<file path="src/hdl/rvdec_pkg.sv">
// rvdec_pkg.sv: shared opcode, funct and instruction code definitions for the rv32i decoder
`timescale 1ns / 1ps

package rvdec_pkg;

  // major opcodes
  localparam logic [6:0] OP_LUI    = 7'h37;
  localparam logic [6:0] OP_AUIPC  = 7'h17;
  localparam logic [6:0] OP_JAL    = 7'h6f;
  localparam logic [6:0] OP_JALR   = 7'h67;
  localparam logic [6:0] OP_BRANCH = 7'h63;
  localparam logic [6:0] OP_LOAD   = 7'h03;
  localparam logic [6:0] OP_STORE  = 7'h23;
  localparam logic [6:0] OP_ALUI   = 7'h13;
  localparam logic [6:0] OP_ALUR   = 7'h33;
  localparam logic [6:0] OP_SYSTEM = 7'h73;

  // branch funct3
  localparam logic [2:0] F3_BEQ  = 3'd0;
  localparam logic [2:0] F3_BNE  = 3'd1;
  localparam logic [2:0] F3_BLT  = 3'd4;
  localparam logic [2:0] F3_BGE  = 3'd5;
  localparam logic [2:0] F3_BLTU = 3'd6;
  localparam logic [2:0] F3_BGEU = 3'd7;

  // load and store funct3
  localparam logic [2:0] F3_LB  = 3'd0;
  localparam logic [2:0] F3_LH  = 3'd1;
  localparam logic [2:0] F3_LW  = 3'd2;
  localparam logic [2:0] F3_LBU = 3'd4;
  localparam logic [2:0] F3_LHU = 3'd5;
  localparam logic [2:0] F3_SB  = 3'd0;
  localparam logic [2:0] F3_SH  = 3'd1;
  localparam logic [2:0] F3_SW  = 3'd2;

  // alu funct3
  localparam logic [2:0] F3_ADD = 3'd0;
  localparam logic [2:0] F3_SLL = 3'd1;
  localparam logic [2:0] F3_SLT = 3'd2;
  localparam logic [2:0] F3_SLTU = 3'd3;
  localparam logic [2:0] F3_XOR = 3'd4;
  localparam logic [2:0] F3_SRL = 3'd5;
  localparam logic [2:0] F3_OR  = 3'd6;
  localparam logic [2:0] F3_AND = 3'd7;

  // csr funct3
  localparam logic [2:0] F3_CSRRW  = 3'd1;
  localparam logic [2:0] F3_CSRRS  = 3'd2;
  localparam logic [2:0] F3_CSRRC  = 3'd3;
  localparam logic [2:0] F3_CSRRWI = 3'd5;
  localparam logic [2:0] F3_CSRRSI = 3'd6;
  localparam logic [2:0] F3_CSRRCI = 3'd7;

  localparam logic [6:0] F7_BASE = 7'h00;
  localparam logic [6:0] F7_ALT  = 7'h20;

  localparam logic [31:0] WORD_ECALL  = 32'h0000_0073;
  localparam logic [31:0] WORD_EBREAK = 32'h0010_0073;

  typedef enum logic [5:0] {
    INSN_ILLEGAL   = 6'd0,
    INSN_LUI       = 6'd1,
    INSN_AUIPC     = 6'd2,
    INSN_JAL       = 6'd3,
    INSN_JALR      = 6'd4,
    INSN_BEQ       = 6'd5,
    INSN_BNE       = 6'd6,
    INSN_BLT       = 6'd7,
    INSN_BGE       = 6'd8,
    INSN_BLTU      = 6'd9,
    INSN_BGEU      = 6'd10,
    INSN_LB        = 6'd11,
    INSN_LH        = 6'd12,
    INSN_LW        = 6'd13,
    INSN_LBU       = 6'd14,
    INSN_LHU       = 6'd15,
    INSN_SB        = 6'd16,
    INSN_SH        = 6'd17,
    INSN_SW        = 6'd18,
    INSN_ADDI      = 6'd19,
    INSN_SLTI      = 6'd20,
    INSN_SLTIU     = 6'd21,
    INSN_XORI      = 6'd22,
    INSN_ORI       = 6'd23,
    INSN_ANDI      = 6'd24,
    INSN_SLLI      = 6'd25,
    INSN_SRLI      = 6'd26,
    INSN_SRAI      = 6'd27,
    INSN_ADD       = 6'd28,
    INSN_SUB       = 6'd29,
    INSN_SLL       = 6'd30,
    INSN_SLT       = 6'd31,
    INSN_SLTU      = 6'd32,
    INSN_XOR       = 6'd33,
    INSN_SRL       = 6'd34,
    INSN_SRA       = 6'd35,
    INSN_OR        = 6'd36,
    INSN_AND       = 6'd37,
    INSN_ENV_CALL  = 6'd38,
    INSN_ENV_BREAK = 6'd39,
    INSN_CSRRW     = 6'd40,
    INSN_CSRRS     = 6'd41,
    INSN_CSRRC     = 6'd42,
    INSN_CSRRWI    = 6'd43,
    INSN_CSRRSI    = 6'd44,
    INSN_CSRRCI    = 6'd45
  } insn_code_e;

  typedef struct packed {
    insn_code_e  code;
    logic [4:0]  rd;
    logic [4:0]  rs1;
    logic [4:0]  rs2;
    logic [31:0] imm;
    logic [11:0] csr;
    logic [31:0] target;
  } dec_res_t;

endpackage

</file>
<file path="src/hdl/rvdec_decode.sv">
// rvdec_decode.sv: combinational rv32i field decode and pc-relative target adder
`timescale 1ns / 1ps

module rvdec_decode (
  input  logic [31:0]        addr_i,
  input  logic [31:0]        word_i,
  output rvdec_pkg::dec_res_t res_o
);
  import rvdec_pkg::*;

  logic [6:0]  opcode;
  logic [2:0]  f3;
  logic [6:0]  f7;
  logic [31:0] imm_i;
  logic [31:0] imm_s;
  logic [31:0] imm_b;
  logic [31:0] imm_j;
  logic [31:0] offset;
  logic [31:0] sum;
  insn_code_e  code;
  logic        use_rd;
  logic        use_rs1;
  logic        use_rs2;
  logic        use_csr;
  logic        use_tgt;
  logic [31:0] imm;

  assign opcode = word_i[6:0];
  assign f3     = word_i[14:12];
  assign f7     = word_i[31:25];

  assign imm_i = {{20{word_i[31]}}, word_i[31:20]};
  assign imm_s = {{20{word_i[31]}}, word_i[31:25], word_i[11:7]};
  assign imm_b = {{19{word_i[31]}}, word_i[31], word_i[7], word_i[30:25], word_i[11:8], 1'b0};
  assign imm_j = {{11{word_i[31]}}, word_i[31], word_i[19:12], word_i[20], word_i[30:21], 1'b0};

  // one shared adder for jal and branch targets
  assign offset = (opcode == OP_JAL) ? imm_j : imm_b;
  assign sum    = addr_i + offset;

  always_comb begin
    code    = INSN_ILLEGAL;
    imm     = '0;
    use_rd  = 1'b0;
    use_rs1 = 1'b0;
    use_rs2 = 1'b0;
    use_csr = 1'b0;
    use_tgt = 1'b0;
    case (opcode)
      OP_LUI: begin
        code   = INSN_LUI;
        use_rd = 1'b1;
        imm    = {12'd0, word_i[31:12]};
      end
      OP_AUIPC: begin
        code   = INSN_AUIPC;
        use_rd = 1'b1;
        imm    = {12'd0, word_i[31:12]};
      end
      OP_JAL: begin
        code    = INSN_JAL;
        use_rd  = 1'b1;
        use_tgt = 1'b1;
      end
      OP_JALR: begin
        code    = INSN_JALR;
        use_rd  = 1'b1;
        use_rs1 = 1'b1;
        imm     = imm_i;
      end
      OP_BRANCH: begin
        case (f3)
          F3_BEQ:  code = INSN_BEQ;
          F3_BNE:  code = INSN_BNE;
          F3_BLT:  code = INSN_BLT;
          F3_BGE:  code = INSN_BGE;
          F3_BLTU: code = INSN_BLTU;
          F3_BGEU: code = INSN_BGEU;
          default: code = INSN_ILLEGAL;
        endcase
        if (code != INSN_ILLEGAL) begin
          use_rs1 = 1'b1;
          use_rs2 = 1'b1;
          use_tgt = 1'b1;
        end
      end
      OP_LOAD: begin
        case (f3)
          F3_LB:   code = INSN_LB;
          F3_LH:   code = INSN_LH;
          F3_LW:   code = INSN_LW;
          F3_LBU:  code = INSN_LBU;
          F3_LHU:  code = INSN_LHU;
          default: code = INSN_ILLEGAL;
        endcase
        if (code != INSN_ILLEGAL) begin
          use_rd  = 1'b1;
          use_rs1 = 1'b1;
          imm     = imm_i;
        end
      end
      OP_STORE: begin
        case (f3)
          F3_SB:   code = INSN_SB;
          F3_SH:   code = INSN_SH;
          F3_SW:   code = INSN_SW;
          default: code = INSN_ILLEGAL;
        endcase
        if (code != INSN_ILLEGAL) begin
          use_rs1 = 1'b1;
          use_rs2 = 1'b1;
          imm     = imm_s;
        end
      end
      OP_ALUI: begin
        // shifts carry the shift amount, taken from the rs2 field bits, in the immediate
        case (f3)
          F3_ADD:  code = INSN_ADDI;
          F3_SLT:  code = INSN_SLTI;
          F3_SLTU: code = INSN_SLTIU;
          F3_XOR:  code = INSN_XORI;
          F3_OR:   code = INSN_ORI;
          F3_AND:  code = INSN_ANDI;
          F3_SLL:  code = (f7 == F7_BASE) ? INSN_SLLI : INSN_ILLEGAL;
          F3_SRL: begin
            if (f7 == F7_BASE) begin
              code = INSN_SRLI;
            end else if (f7 == F7_ALT) begin
              code = INSN_SRAI;
            end else begin
              code = INSN_ILLEGAL;
            end
          end
          default: code = INSN_ILLEGAL;
        endcase
        if (code != INSN_ILLEGAL) begin
          use_rd  = 1'b1;
          use_rs1 = 1'b1;
          if (f3 == F3_SLL || f3 == F3_SRL) begin
            imm = {27'd0, word_i[24:20]};
          end else begin
            imm = imm_i;
          end
        end
      end
      OP_ALUR: begin
        // funct7 only matters for add/sub and the shifts
        case (f3)
          F3_ADD: begin
            if (f7 == F7_BASE) begin
              code = INSN_ADD;
            end else if (f7 == F7_ALT) begin
              code = INSN_SUB;
            end else begin
              code = INSN_ILLEGAL;
            end
          end
          F3_SLL:  code = (f7 == F7_BASE) ? INSN_SLL : INSN_ILLEGAL;
          F3_SRL: begin
            if (f7 == F7_BASE) begin
              code = INSN_SRL;
            end else if (f7 == F7_ALT) begin
              code = INSN_SRA;
            end else begin
              code = INSN_ILLEGAL;
            end
          end
          F3_SLT:  code = INSN_SLT;
          F3_SLTU: code = INSN_SLTU;
          F3_XOR:  code = INSN_XOR;
          F3_OR:   code = INSN_OR;
          F3_AND:  code = INSN_AND;
          default: code = INSN_ILLEGAL;
        endcase
        if (code != INSN_ILLEGAL) begin
          use_rd  = 1'b1;
          use_rs1 = 1'b1;
          use_rs2 = 1'b1;
        end
      end
      OP_SYSTEM: begin
        if (word_i == WORD_ECALL) begin
          code = INSN_ENV_CALL;
        end else if (word_i == WORD_EBREAK) begin
          code = INSN_ENV_BREAK;
        end else begin
          case (f3)
            F3_CSRRW:  code = INSN_CSRRW;
            F3_CSRRS:  code = INSN_CSRRS;
            F3_CSRRC:  code = INSN_CSRRC;
            F3_CSRRWI: code = INSN_CSRRWI;
            F3_CSRRSI: code = INSN_CSRRSI;
            F3_CSRRCI: code = INSN_CSRRCI;
            default:   code = INSN_ILLEGAL;
          endcase
          if (code != INSN_ILLEGAL) begin
            use_rd  = 1'b1;
            use_rs1 = 1'b1;
            use_csr = 1'b1;
          end
        end
      end
      default: code = INSN_ILLEGAL;
    endcase
  end

  always_comb begin
    res_o.code   = code;
    res_o.rd     = use_rd  ? word_i[11:7]  : 5'd0;
    res_o.rs1    = use_rs1 ? word_i[19:15] : 5'd0;
    res_o.rs2    = use_rs2 ? word_i[24:20] : 5'd0;
    res_o.imm    = imm;
    res_o.csr    = use_csr ? word_i[31:20] : 12'd0;
    res_o.target = use_tgt ? sum : 32'd0;
  end

endmodule

</file>
<file path="src/hdl/rv32i_instruction_decoder_core.sv">
// rv32i_instruction_decoder_core.sv: pipelined rv32i instruction decoder top level
`timescale 1ns / 1ps

// Usage:
// input channel: in_valid_i/in_ready_o carry one request of fetch_addr_i and
// insn_word_i. output channel: out_valid_o/out_ready_i carry the decoded
// instruction code, register fields, immediate, csr number and target.
// Two register stages: the request is captured in an input register, then
// decoded and the jal/branch target added in one pass into the result register.
// With no stall the request moves on from the input register into the result
// register, and out_valid_o rises as it is loaded there.
// Throughput is one request per cycle while the receiver keeps taking results;
// each stage refills in the cycle it empties, so a held result does not stop a
// request being taken while the input stage is free.
// When the receiver stalls, the result register holds its contents and the
// input stage holds the next request; in_ready_o drops only when both are full.
// Reset clears both stage valid flags; nothing is in flight afterwards.
module rv32i_instruction_decoder_core (
  input  logic               clk_i,
  input  logic               rst_ni,
  input  logic               in_valid_i,
  output logic               in_ready_o,
  input  logic [31:0]        fetch_addr_i,
  input  logic [31:0]        insn_word_i,
  output logic               out_valid_o,
  input  logic               out_ready_i,
  output logic [5:0]         insn_code_o,
  output logic [4:0]         dest_reg_o,
  output logic [4:0]         src1_reg_o,
  output logic [4:0]         src2_reg_o,
  output logic signed [31:0] immediate_o,
  output logic [11:0]        csr_number_o,
  output logic [31:0]        target_addr_o
);
  import rvdec_pkg::*;

  logic        in_vld_q;
  logic        in_vld_d;
  logic [31:0] addr_q;
  logic [31:0] word_q;
  logic        out_vld_q;
  logic        out_vld_d;
  logic        out_free;
  dec_res_t    dec_res;
  dec_res_t    res_q;

  assign out_free   = !out_vld_q || out_ready_i;
  assign in_ready_o = !in_vld_q || out_free;

  assign in_vld_d  = in_ready_o ? in_valid_i : in_vld_q;
  assign out_vld_d = out_free ? in_vld_q : out_vld_q;

  always_ff @(posedge clk_i or negedge rst_ni) begin
    if (!rst_ni) begin
      in_vld_q  <= 1'b0;
      out_vld_q <= 1'b0;
    end else begin
      in_vld_q  <= in_vld_d;
      out_vld_q <= out_vld_d;
    end
  end

  always_ff @(posedge clk_i) begin
    if (in_valid_i && in_ready_o) begin
      addr_q <= fetch_addr_i;
      word_q <= insn_word_i;
    end
  end

  rvdec_decode u_decode (
    .addr_i (addr_q),
    .word_i (word_q),
    .res_o  (dec_res)
  );

  always_ff @(posedge clk_i) begin
    if (in_vld_q && out_free) begin
      res_q <= dec_res;
    end
  end

  assign out_valid_o   = out_vld_q;
  assign insn_code_o   = res_q.code;
  assign dest_reg_o    = res_q.rd;
  assign src1_reg_o    = res_q.rs1;
  assign src2_reg_o    = res_q.rs2;
  assign immediate_o   = $signed(res_q.imm);
  assign csr_number_o  = res_q.csr;
  assign target_addr_o = res_q.target;

`ifndef SYNTHESIS
  // back-pressure only comes from a stalled result register
  a_ready_stall: assert property (@(posedge clk_i) disable iff (!rst_ni)
    !in_ready_o |-> (out_valid_o && !out_ready_i))
    else $error("input stalled without output back-pressure");

  // an illegal word leaves every field zero
  a_illegal_zero: assert property (@(posedge clk_i) disable iff (!rst_ni)
    (out_valid_o && insn_code_o == INSN_ILLEGAL) |->
    (dest_reg_o == 5'd0 && src1_reg_o == 5'd0 && src2_reg_o == 5'd0 &&
     immediate_o == 32'sd0 && csr_number_o == 12'd0 && target_addr_o == 32'd0))
    else $error("illegal result carries non-zero fields");

  // only jal and branches produce a target
  a_target_owner: assert property (@(posedge clk_i) disable iff (!rst_ni)
    (out_valid_o && target_addr_o != 32'd0) |->
    (insn_code_o == INSN_JAL || insn_code_o == INSN_BEQ || insn_code_o == INSN_BNE ||
     insn_code_o == INSN_BLT || insn_code_o == INSN_BGE || insn_code_o == INSN_BLTU ||
     insn_code_o == INSN_BGEU))
    else $error("target on a non-control-transfer instruction");

  // csr number only for csr instructions
  a_csr_owner: assert property (@(posedge clk_i) disable iff (!rst_ni)
    (out_valid_o && csr_number_o != 12'd0) |->
    (insn_code_o == INSN_CSRRW || insn_code_o == INSN_CSRRS || insn_code_o == INSN_CSRRC ||
     insn_code_o == INSN_CSRRWI || insn_code_o == INSN_CSRRSI ||
     insn_code_o == INSN_CSRRCI))
    else $error("csr number on a non-csr instruction");
`endif

endmodule
</file>
<file path="config.mk">
export PLATFORM = sky130hd
export DESIGN_NAME = rv32i_instruction_decoder_core
export DESIGN_NICKNAME = d
export VERILOG_FILES = /design/src/hdl/rvdec_pkg.sv /design/src/hdl/rvdec_decode.sv /design/src/hdl/rv32i_instruction_decoder_core.sv
export SDC_FILE = /design/constraint.sdc
export NUM_CORES = 1
export LEC_CHECK = 0
export BUFFER_PORTS_ARGS = -buffer_cell sky130_fd_sc_hd__buf_2
export CORE_MARGIN = 2
export CORE_UTILIZATION = 45
export DETAILED_ROUTE_END_ITERATION = 6
export PLACE_DENSITY = 0.67
export SYNTH_ARGS = -nofsm -noshare
export SYNTH_HDL_FRONTEND = slang
export SYNTH_HIERARCHICAL = 1
export SYNTH_SLANG_ARGS = --single-unit
</file>
<file path="constraint.sdc">
create_clock -name clk_i -period 6.5 [get_ports clk_i]
set_clock_uncertainty 0.1 [all_clocks]
set_input_delay 0 -clock clk_i [delete_from_list [all_inputs] [get_ports clk_i]]
set_output_delay 0 -clock clk_i [all_outputs]
set_load 0.02 [all_outputs]
</file>
==> flow_summary_export.csv, run 1 <==
group,metric,value,unit
global_routing,grt.overflow.total,0,
clocking,clk_pin_slew,0.07,ns
floorplanning,initial_core_util,46.1,%
outcome,status,"finished with violations",
critical_path,worst-endpoint-required,6.55,ns
route,initialDrtViolationCount,745,
synthesis,synth-async-reset-ratio,1.23,%
cells_and_area,diodes,0,
run,cap_violations,0,
clocking,htreeDepth,4,
global_routing,grt_pass1_wl,32900,microns
power,irDropWorstVdd,202,uV
clocking,post_cts_buffers,0,
sta,fmax,257,MHz
floorplanning,row_count,49,
synthesis,synth_top_area_share,58.0,%
placement,gp_congestion,0.897,
floorplanning,die-area,19600,sq um
route,num_vias,6448,
clocking,cts_sinks,163,
route,post_drt_wl_per_cell,18.7,microns
synthesis,ys_types,75,
route,routed_via_density,5.57,
clocking,clockBufferDepth,2,
cells_and_area,syn_to_final_growth,26.8,%
global_routing,grt_pass1_vias,6045,
floorplanning,coreArea,18100,sq um
synthesis,synth_fp_nets,794,
synthesis,synth_area,8340,sq um
cells_and_area,fill_cells,1483,
power,power.density,259,nW/um^2
synthesis,synth.yosys.warnings,6,
synthesis,synth_flop_cell,"edfxtp_1",
clocking,clkLatencyLatePin,0.43,ns
sta,finalCriticalPeriod,3.88,ns
critical_path,startpoint,"word_q[4]",
global_routing,antenna_found_initial,0,
sta,finalCritPeriodShare,59.8,%
placement,portBuffers,166,
route,drt-pass1-iter-count,7,
placement,hpwl,14400,microns
floorplanning,die_y,140,microns
clocking,cts_tree,"yes",
synthesis,yosysMostFrequentCell,"edfxtp_1",
cells_and_area,nNetsFinal,1014,
synthesis,ys_seq_elements,163,
critical_path,path_max_fanout,13,
critical_path,r2r-end,"target_addr_o[19]",
sta,finalSetupTns,0,ns
critical_path,crit_path_start_kind,"flop",
critical_path,worstSetupPathType,"flop to flop",
min_path,hp-class,"input pin to flop",
sta,tightest_slew,1.17,ns
synthesis,syn_avg_cell_area,12.0,sq um
critical_path,reg2reg_setup_slack,2.62,ns
outcome,violations,"design-rule violations",
global_routing,grt_max_degree,67,
sta,setup_viol,0,
sta,report.final.slew_viol_count,0,
floorplanning,ios,167,
clocking,numCtsBuffers,17,
route,final_antenna_net_count,0,
critical_path,cp.arrival,3.93,ns
synthesis,synthTopCellsByArea,"edfxtp_1, ha_1, a21o_1, nand2_1, a21oi_1",
route,drc_errors,19,
clocking,root_buffer,"clkbuf_16",
synthesis,seq_area_frac_synth,58.6,%
global_routing,grt_util_all_layers,21.8,%
critical_path,r2r_start,"word_q[4]",
route,wl,21700,microns
synthesis,yosys-top-cells-count,"edfxtp_1, nand2_1, nor2_1",
synthesis,synth.largest_area_cell,"edfxtp_1",
sta,slew_headroom,21.7,%
cells_and_area,drive_above_1_share,24.8,%
critical_path,cp-end-kind,"flop",
synthesis,synth-edff-count,161,
floorplanning,die_w,140,microns
critical_path,reg2reg_depth,12,
sta,grt_setup_unrepaired,"no",
critical_path,endpoint,"target_addr_o[19]",
sta,hold_viol,0,
power,p_leak,4.31,nW
synthesis,syn_inst,695,
cells_and_area,final_util,58.5,%
## timing repair
| item | in CTS | in global routing |
|---|---|---|
| endpoints found under the hold margin | 68 | 0 |
| hold buffers | 69 | 0 |
| gates resized for setup | 0 | 0 |
## metrics by stage
step                setup slack (ns)  power (mW)  hold WS (ns)  cell area (sq um)  instances
detailed placement              2.69        1.68        -0.311               9270       1056
global route                    2.39        2.84         0.163              10600       1157
finish                          2.62        2.74         0.168              10600       1157
CTS                             2.68        2.76         0.153              10600       1157
floorplan                       2.98        1.55        -0.396               8340        695
global placement                2.83        1.68        -0.312               9270       1056
## routing by layer
metal	part of all wire, %	up-vias	wire length (microns)	track usage, %
met1	45	3029	9740	30.4
met2	46	292	10000	34.4
met4	1.9	0	405	7.34
met3	7.1	37	1540	4.51
li1	-	3090	-	-
met5	0	-	0	0
## worst min-delay path by stage
stage / from / end / depth (start not counted) / slack (ns)
CTS: fetch_addr_i[29] / addr_q[29] / 2 / 0.15
global route: fetch_addr_i[23] / addr_q[23] / 2 / 0.16
floorplan: rst_ni / in_vld_q / 0 / -0.40
detailed placement: rst_ni / in_vld_q / 1 / -0.31
global placement: rst_ni / in_vld_q / 1 / -0.31
finish: fetch_addr_i[27] / addr_q[27] / 2 / 0.17
## sequential cells by signal, summed over array words and instances (netlist names)
register and cells:
word_q 32, addr_q 32, src2_reg_o 5, target_addr_o 32, csr_number_o 12, src1_reg_o 5, insn_code_o 6, out_valid_o 1
dest_reg_o 5, immediate_o 32, in_vld_q 1
## logic make-up (layout without fill, tap and decap cells)
group                      Yosys count  in the layout  share of synthesized area, %
and+or+nand+nor                    244            244                          16.0
DFF                                163            163                          58.6
muxes                                5              5                         0.600
buffers and inverters               55            288                          3.36
AOI/OAI and AO/OA                  186            186                          15.5
xor gates and xnor gates            11             11                          1.16
adders and majority gates           31             31                          4.74
## where the power goes
part	total (mW)	leakage, nW	internal, mW	switching (mW)
Sequential	1.28	1.62	1.23	0.0443
Combinational	0.417	2.40	0.162	0.255
Clock	1.05	0.296	0.586	0.464
## area by class of cell
| cell class | count | area (sq um) | area share (%) |
|---|---|---|---|
| Clock inverter | 15 | 189 | 1.79 |
| Sequential cell | 163 | 4880 | 46.2 |
| Clock buffer | 17 | 425 | 4.02 |
| Tap cell | 229 | 287 | 2.71 |
| Multi-Input combinational cell | 477 | 3170 | 30.0 |
| Timing Repair Buffer | 239 | 1550 | 14.7 |
| Inverter | 17 | 63.8 | 0.603 |
## worst max-delay path, cell delays in order, from the launching register on
cell	delay, ns
edfxtp_1	0.58
nor2b_4	0.22
and3_4	0.23
nand2_1	0.16
and2_1	0.30
a21o_1	0.18
ha_1	0.41
nand4_2	0.17
or2_0	0.24
a211o_1	0.36
a211oi_1	0.39
o21a_1	0.20
nor3_2	0.04
## placed cells by master (no fill, tap or decap), types with 5 or more instances in the layout
cell type	instances
nor2b_1	20
nand4_1	10
o21ai_0	26
edfxtp_1	161
nand3_1	17
nor3_1	25
dlygate4sd3_1	69
or3_1	5
nand2b_1	14
and2_1	17
clkbuf_16	17
nor2_1	43
nor4_1	7
o211ai_1	8
o21ai_1	9
and3_1	5
xor2_1	7
inv_1	16
buf_2	166
a222oi_1	5
o21a_1	13
mux2i_1	5
ha_1	30
a21o_1	27
a211oi_1	9
a22o_1	6
a31oi_1	5
a21oi_1	40
nand2_1	54
Power figures use the tool's default switching activity.
==> run 2, diff against run 1 <==
- PLACE_DENSITY: 0.67 -> 0.7
- clock period: 6.5 -> 3.1 ns (I/O delays scaled with it)
==> run 2 against run 1 <==
Effect of this change:
- the run ends with design-rule violations, negative setup slack left
- via count rose by 5.9%
- maximum frequency up 22%
- count of clock-buffer cells in the layout is the same
- critical path depth rose by 2
- first-iteration DRC count decreased by 29%
- clock power grew 92%
- global-route usage grew 1.2 points
- final cell count grew 5.8%
- critical path type unchanged
- largest power group unchanged
==> flow_summary_export.csv, run 2 (synthesized netlist as in run 1, its figures left out) <==
group,metric,value,unit
placement,gp_congestion,0.962,
route,met1_length,9830,microns
clocking,htreeDepth,4,
sta,finalCriticalPeriod,3.18,ns
cells_and_area,mostFrequentLayoutCells,"buf_2, edfxtp_1, dlygate4sd3_1, buf_4, nand2_1",
cells_and_area,syn_to_final_growth,38.0,%
route,routed_via_density,5.58,
critical_path,worstSetupPathType,"flop to flop",
sta,finalCritPeriodShare,103,%
critical_path,path_max_fanout,6,
clocking,root_buffer,"clkbuf_16",
cells_and_area,final_common_cell,"buf_2",
critical_path,reg2reg_setup_slack,-0.08,ns
sta,hold_viol,0,
route,top_layer_used,"met4",
sta,report.final.slew_viol_count,0,
min_path,hp-start,"insn_word_i[0]",
route,wl_met2,10900,microns
route,initialDrtViolationCount,532,
outcome,violations,"design-rule violations, negative setup slack",
floorplanning,die-area,19600,sq um
critical_path,crit_buf_inv,1,
route,wl_met3,1570,microns
min_path,hp-class,"input pin to flop",
cells_and_area,fill_cells,1412,
critical_path,reg2reg_depth,14,
cells_and_area,nNetsFinal,1081,
floorplanning,die_w,140,microns
sta,whs,0.171,ns
placement,hpwl,15600,microns
critical_path,cp_top_family,"compound AO/OA/AOI/OAI gates",
min_path,hold_end,"word_q[0]",
clocking,clk_pin_slew,0.07,ns
floorplanning,die_y,140,microns
critical_path,cp-end-kind,"flop",
floorplanning,row_count,49,
sta,tightest_slew,0.885,ns
sta,slew_headroom,41.0,%
critical_path,slowest_stage,"edfxtp_1",
route,final_antenna_net_count,0,
sta,setup_ws,-0.0796,ns
global_routing,grt_max_degree,65,
cells_and_area,final_util,63.6,%
route,post_drt_wl_per_cell,18.6,microns
critical_path,cp.arrival,3.26,ns
power,irDropWorstVdd,409,uV
route,wl,22800,microns
power,power.density,503,nW/um^2
cells_and_area,diodes,0,
route,drt-pass1-iter-count,7,
sta,grt_setup_unrepaired,"yes",
global_routing,grt_pass1_wl,34700,microns
clocking,numCtsBuffers,17,
floorplanning,coreArea,18100,sq um
global_routing,grt_util_all_layers,23.1,%
critical_path,cpMostUsedCell,"nand2_2",
clocking,cts_tree,"yes",
outcome,status,"finished with violations",
critical_path,critPathMaxStageDelay,0.42,ns
global_routing,grt.overflow.total,0,
power,p_leak,4.67,nW
cells_and_area,multiInputGateArea,3640,sq um
cells_and_area,ff_latch_area,4880,sq um
clocking,clkLatencyLatePin,0.43,ns
cells_and_area,drive_above_1_share,35.6,%
floorplanning,initial_core_util,46.1,%
global_routing,grt_pass1_vias,6541,
placement,portBuffers,166,
critical_path,crit_chain,"nor2b_4, and3_4, and2_4, nand2_2, nand2_2, ha_4, inv_2, fa_2, nand2b_4, a21o_1, a211o_4, a21oi_4, o22ai_2, mux2i_1",
clocking,clockBufferDepth,2,
global_routing,antenna_found_initial,0,
critical_path,r2r_start,"word_q[4]",
sta,fmax,315,MHz
run,cap_violations,0,
route,num_vias,6826,
clocking,cts_sinks,163,
route,drc_errors,19,
critical_path,r2r-end,"target_addr_o[31]",
critical_path,crit_path_start_kind,"flop",
min_path,worstHoldPathCells,2,
critical_path,worst-endpoint-required,3.18,ns
floorplanning,ios,167,
sta,setup_viol,7,
## run 2: cell count changes in the layout (fill, tap and decap cells not counted), sizes merged
cell	previous run	this run
buf	170	237
clkinv	3	6
inv	25	22
bufinv	2	1
clkinvlp	2	3
## run 2: layout make-up
class,count,area share [%]
sequential,163,42.5
timing repair buffer,306,18.0
clock buffer,17,3.70
multi-input combinational,477,31.7
inverter,17,0.555
tap,229,2.49
clock inverter,15,1.14
## run 2: metal layers
| metal | GRT usage [%] | up-vias |
|---|---|---|
| met1 | 31.8 | 3248 |
| met4 | 7.60 | 0 |
| li1 | - | 3222 |
| met2 | 36.7 | 316 |
| met5 | 0 | - |
| met3 | 4.92 | 40 |
## run 2: what timing repair did
action                                 CTS  global route
gates resized for setup                 49            27
setup buffers                            6             3
hold buffers                            69             0
endpoints found under the hold margin   68             0
pin swaps                               23            28
setup endpoints to repair               21            21
## run 2: worst max path at each step
stage / startpoint / endpoint / slack, ns / cells after the start
floorplan: word_q[5] / target_addr_o[19] / -0.23 / 16
global placement: word_q[4] / target_addr_o[28] / -0.21 / 13
detailed placement: word_q[4] / target_addr_o[28] / -0.29 / 13
CTS: word_q[4] / target_addr_o[31] / -0.03 / 14
global route: word_q[4] / target_addr_o[23] / -0.16 / 14
finish: word_q[4] / target_addr_o[31] / -0.08 / 14
## run 2: stage by stage
| step | std cells | total power, mW | cell area, sq um | setup TNS (ns) | setup slack (ns) |
|---|---|---|---|---|---|
| floorplan | 695 | 3.26 | 8390 | -1.08 | -0.232 |
| global placement | 1115 | 3.62 | 9760 | -1.57 | -0.207 |
| detailed placement | 1115 | 3.62 | 9760 | -2.74 | -0.290 |
| CTS | 1222 | 5.78 | 11300 | -0.0690 | -0.0284 |
| global route | 1224 | 6.01 | 11500 | -1.55 | -0.163 |
| finish | 1224 | 5.79 | 11500 | -0.395 | -0.0796 |
## run 2: power breakdown
group | leakage [nW] | total [mW] | internal [mW] | switching, mW
clock network | 0.266 | 2.02 | 1.11 | 0.906
logic | 2.79 | 1.11 | 0.479 | 0.633
registers | 1.62 | 2.66 | 2.59 | 0.0768
total | 4.67 | 5.79 | 4.18 | 1.62
## run 2: worst register-to-register path: stages (launching register included)
cell and delay (ns):
edfxtp_1 0.42, nor2b_4 0.13, and3_4 0.23, and2_4 0.17
nand2_2 0.05, nand2_2 0.08, ha_4 0.14, inv_2 0.04
fa_2 0.34, nand2b_4 0.15, a21o_1 0.18, a211o_4 0.41
a21oi_4 0.26, o22ai_2 0.11, mux2i_1 0.13
